## config.mk

```make
export PLATFORM = sky130hd
export DESIGN_NAME = sotp_alu
export DESIGN_NICKNAME = d
export VERILOG_FILES = /design/src/design/sotp_pkg.sv /design/src/design/sotp_alu.sv
export SDC_FILE = /design/constraint.sdc
export NUM_CORES = 1
export LEC_CHECK = 0
export ABC_AREA = 1
export CAP_MARGIN = 20
export CORE_UTILIZATION = 60
export DETAILED_ROUTE_END_ITERATION = 7
export DONT_BUFFER_PORTS = 1
export GPL_TIMING_DRIVEN = 0
export PLACE_DENSITY = 0.87
export SLEW_MARGIN = 20
export SYNTH_ARGS = -nofsm -noshare
export SYNTH_HDL_FRONTEND = slang
export SYNTH_SLANG_ARGS = --single-unit
```

## constraint.sdc

```tcl
create_clock -name vclk -period 3.3
set_input_delay 0.66 -clock vclk [all_inputs]
set_output_delay 0.66 -clock vclk [all_outputs]
set_load 0.01 [all_outputs]
```

## src/design/sotp_pkg.sv

```systemverilog
// Package: shared types and constants of the slot owner protection table.
`default_nettype none

package sotp_pkg;

    localparam int MAX_SLOTS_DEF  = 4096;
    localparam int SLOT_SHIFT_DEF = 5;
    localparam int UNOWNED_ID_DEF = 255;

    localparam int ACC_W   = 34;
    localparam int SLOTS_W = 13;
    localparam int ID_W    = 8;
    localparam int CFG_IDX_W = 2;

    localparam logic [31:0] HIGH_REGION_BASE = 32'hE000_0000;
    localparam logic [31:0] OFFSET_MASK      = 32'h1FFF_FFFF;
    localparam logic [SLOTS_W-1:0] SLOTS_RESET = 13'd4096;

    localparam logic [CFG_IDX_W-1:0] CFG_MAP_ENABLE = 2'd0;
    localparam logic [CFG_IDX_W-1:0] CFG_SLOTS      = 2'd1;

    typedef enum logic [1:0] {
        REQ_CHECK,
        REQ_STAMP,
        REQ_CLEAR,
        REQ_RELEASE
    } t_req;

    typedef enum logic [2:0] {
        ST_WIPE,
        ST_IDLE,
        ST_CALC0,
        ST_CALC1,
        ST_BOUND,
        ST_SCAN,
        ST_FILL
    } t_state;

endpackage

`default_nettype wire

```

## src/design/sotp_alu.sv

```systemverilog
// Shared range adder: sum of two operands less an optional one.
`default_nettype none

module sotp_alu (
    input  wire logic [sotp_pkg::ACC_W-1:0] i_a,
    input  wire logic [sotp_pkg::ACC_W-1:0] i_b,
    input  wire logic                       i_dec,
    output logic      [sotp_pkg::ACC_W-1:0] o_sum
);

    import sotp_pkg::*;

    assign o_sum = i_a + i_b - ACC_W'(i_dec);

endmodule

`default_nettype wire

```

After elaboration in Yosys (flattened, before gate mapping)
Index checks and enable logic that the tools add are counted.
{"block": "totals", "output_inout_bits": 34, "inputBits": 69, "register_bits": 0, "wordCells": 2}
{"block": "op_classes", "addsub": 2}
{"op": "adder 34 bit", "count": 1}
{"op": "subtractor 34 x 1 -> 34 bit", "count": 1}

Longest topological paths before layout
{"block": "logic_depth", "ltp_word": 2, "depth_mapped": 17, "mapped_depth_nobuf": 17}

Worst setup path before layout
No wires, ideal clock.
{"block": "synth_path", "path_type": "input-to-output", "start": "in i_b[0] (netlist name)", "end": "out o_sum[30] (netlist name)", "path_stages": 17, "arrival_time_ns": 2.407, "path_slack_ns": 0.233, "path_buffers": 0, "required_time_ns": 2.640, "cell_sequence": "inv_1 > ha_1 > inv_1 > ha_1 > inv_1 > fa_1 > inv_1 > nand3_1 > nand2_2 > nand3_1 > nand2_1 > nand2_1 > nand2_2 > nand2_1 > nand2_1 > nand2_1 > nand2_1"}
{"block": "synth_via", "elab_chain_len": 2}
{"element": "start, declared", "line": "sotp_alu.sv:6", "source": "input wire logic [sotp_pkg::ACC_W-1:0] i_b,"}
{"element": "adder 34 bit", "line": "sotp_alu.sv:13", "source": "assign o_sum = i_a + i_b - ACC_W'(i_dec);"}
{"element": "subtractor 34 x 1 -> 34 bit", "line": "sotp_alu.sv:13"}
{"element": "end, declared", "line": "sotp_alu.sv:8", "source": "output logic [sotp_pkg::ACC_W-1:0] o_sum"}
Every way passes these cells.

Worst setup path after layout
{"block": "layout_path", "start": "in i_b[0] (netlist name)", "end": "out o_sum[16] (netlist name)"}
The elaborated chain is that of the path after synthesis.

==> impl.org <==
** Die
- X dimension of the die :: roughly 75 µm
- Effective utilization at floorplan :: 0.630
- The floorplan step defined a core boundary enclosing 5140 µm².
- After floorplanning, the core was divided into 26 placement rows.
- The die is between 70 and 80 µm tall.
- The die covers about 5700 µm².
- Count of boundary I/O pins :: between 100 and 150

** Logic synthesis
- Leading cell types by total area after synthesis :: sky130_fd_sc_hd__ha_1, sky130_fd_sc_hd__inv_1, sky130_fd_sc_hd__nand2_1
- Counting every instance in the synthesized netlist gives around 630.
- Yosys warnings :: 0
- Count of unique library cells instantiated by Yosys :: 17
- Share of the synthesized area in the top cell type :: 0.255
- Cell taking the most area after synthesis :: sky130_fd_sc_hd__ha_1
- Cell area after synthesis :: 3240 µm²
- Mean instance size in the synthesized netlist :: 5.12 µm²
- For this run, the register share of the synthesized area comes to 0.
- Counting every net in the synthesized netlist gives 768.

** Setup path
- Of all nets on the critical path, the largest fanout is 3.
- The slowest stage of the critical path belongs to the cell sky130_fd_sc_hd__fa_2.
- Cell Chain, Critical Path :: inv_1, ha_1, inv_2, ha_4, inv_1, fa_2, inv_2, nand3_1, nand2_2, nand2_1, nand2_2, nand2_1, nand2_2, xor2_1
- For the worst setup path, the data required time is 2.64 ns.
- The worst setup path is captured at an output port.
- Number of cells on the critical path :: 14
- Arrival time at the worst endpoint :: between 2 and 3 ns
- Most frequent cell on the critical path :: sky130_fd_sc_hd__nand2_2
- The critical path is of the in2out type.
- Maximum single-stage delay on the critical path :: approximately 0.40 ns
- The number of buffers and inverters on the critical path is 4.
- Top Family by Delay on Critical Path :: adder cells
- STA classifies the critical path startpoint as an input port.

** GRT
- Vias in the first global route :: 3049
- Total Routing Usage GR :: 0.275
- Initial antenna violation count :: 0
- For this run the aggregate overflow at the end of global routing stands at 0.
- Entering global routing, the biggest net connects 7 pins.
- Global-route wire length before repair :: approximately 12 mm

** Hold path
- Hold path endpoint :: o_sum[0]
- The path class of the tightest hold or removal check is in2out.
- Hold Path Stages :: 1
- Worst hold path startpoint :: i_a[0]

** STA
- Actual transition at the worst max-transition pin :: between 0.4 and 0.5 ns
- Final clock period utilization by the worst path :: 0.963
- In this run the tightest slew margin relative to its limit is 0.668.
- Across all hold checks on the routed design, the worst slack comes to between 1 and 1.5 ns.
- Subtracting the final worst setup slack from the clock period gives 3.18 ns.
- Fin. Hold Viols :: 0
- Derived from the worst setup path, the maximum achievable clock frequency is about 310 MHz.
- Adding up every negative setup slack in the final design gives 0 ns.
- The number of slew-limit violations in the final report came to 0.
- Setup violations remaining at the end of the flow were counted as 0.

** Placement
- The placed instances occupy a cell area of ~3300 µm².
- Summed over all nets, the half-perimeter wirelength after detailed placement is roughly 7.2 mm.
- Placer's final routability congestion estimate :: 0.952
- The count of buffers added on input and output ports is 0.

** Outcome
- Status :: completed

** Route
- DRT antenna net count :: 0
- The detailed router finished its first iteration with 160 violations.
- Number of remaining DRC errors :: 0
- Routed wire length per instance :: around 11 µm
- Total number of vias :: ~3600
- The first detailed-routing pass took 5 iterations.
- Total Wirelength :: 8.07 mm
- Routed via count divided by cell count :: approximately 5.2

** Finish
- In the finished layout, the clock tree contains a buffer count of 0.
- Design area :: ~3400 µm²
- Sequential Area :: 0 µm²
- Net total in the final layout :: roughly 770
- Number of sequential cells :: 0
- Final Util :: 0.664
- Number of diodes added for antenna fixing :: 0
- Of the cells placed in the final design, the portion with a size suffix greater than 1 is 0.0566.
- From synthesis to final layout, the design area changed by 5.37%.

** Power
- Leakage :: 0.00231 µW
- IR analysis of the VDD net gives a maximum drop of about 0.15 mV.
- For this design the ratio of total power to cell area is roughly 260 nW/µm².

** Run
- Max-cap violations :: 0

** Clocking
- For this design, the CTS-stage hold fixing added 0 buffers.
[cell usage in the layout, fill, tap and decap left out]
| cell | count |
|---|---|
| sky130_fd_sc_hd__nand2_2 | 21 |
| sky130_fd_sc_hd__a21oi_2 | 1 |
| sky130_fd_sc_hd__nor2_1 | 53 |
| sky130_fd_sc_hd__a21oi_1 | 35 |
| sky130_fd_sc_hd__nor2_2 | 3 |
| sky130_fd_sc_hd__fa_2 | 1 |
| sky130_fd_sc_hd__ha_1 | 65 |
| sky130_fd_sc_hd__a21o_1 | 1 |
| sky130_fd_sc_hd__ha_4 | 1 |
| sky130_fd_sc_hd__nand2_4 | 1 |
| sky130_fd_sc_hd__xor2_1 | 16 |
| sky130_fd_sc_hd__nand3_2 | 2 |
| sky130_fd_sc_hd__nand2_1 | 155 |
| sky130_fd_sc_hd__nand4_1 | 6 |
| sky130_fd_sc_hd__inv_1 | 213 |
| sky130_fd_sc_hd__inv_2 | 2 |
| sky130_fd_sc_hd__o21bai_1 | 3 |
| sky130_fd_sc_hd__nor3_1 | 9 |
| sky130_fd_sc_hd__buf_4 | 4 |
| sky130_fd_sc_hd__o21ai_0 | 21 |
| sky130_fd_sc_hd__nand3_1 | 21 |
| sky130_fd_sc_hd__xnor2_1 | 2 |
[cell families after synthesis]
kind of cell	Yosys count	share of synthesized area
simple gates	271	0.344
buf+inv	215	0.249
fa+ha+maj	67	0.261
compound gates	61	0.0974
xor+xnor	18	0.0487
[layout make-up]
cell class / instances / area (µm²)
Inverter: 215 / 807
Tap cell: 70 / 87.6
Timing Repair Buffer: 4 / 30.0
Fill cell: 541 / 1730
Multi-Input combinational cell: 417 / 2490
[metrics by stage]
stage | instances | total power (µW) | worst slack, ns
floorplan | 632 | 677 | 0.233
global placement | 702 | 830 | -0.0365
detailed placement | 702 | 852 | -0.0685
CTS | 702 | 859 | 0.0396
global route | 706 | 1020 | -0.0379
finish | 706 | 900 | 0.121
[where the power goes]
group	internal, µW	total (µW)	switching (µW)
combinational	291	900	609
clock	0	0	0
sequential	0	0	0
total	291	900	609
[synth_stat cells, drive strengths merged]
library cell and n:
nand3 23, inv 215, o21ai 21, o21bai 3
nor2 56, xnor2 2, ha 66, nor3 9
nand2 177, a21oi 36, xor2 16, a21o 1
nand4 6, fa 1
[worst max path at each step]
stage / end / slack (ns) / from
CTS: o_sum[30] / 0.04 / i_b[0]
finish: o_sum[16] / 0.12 / i_b[0]
global placement: o_sum[22] / -0.04 / i_b[0]
detailed placement: o_sum[30] / -0.07 / i_b[0]
global route: o_sum[28] / -0.04 / i_b[0]
floorplan: o_sum[30] / 0.23 / i_b[0]
[metal layers]
metal / vias to the layer above / track usage / part of all wire
met2: 134 / 0.495 / 0.46
met3: 12 / 0.0198 / 0.061
met5: - / 0 / 0
met4: 0 / 0.0473 / 0.014
met1: 1612 / 0.363 / 0.46
li1: 1881 / - / -
[what timing repair did]
item | in CTS | in global routing
endpoints found under the setup margin | 9 | 12
gates resized for setup | 4 | 15
pin swaps | 0 | 7
buffers inserted | 0 | 4
Note: power is estimated with default switching activity, not from simulation.
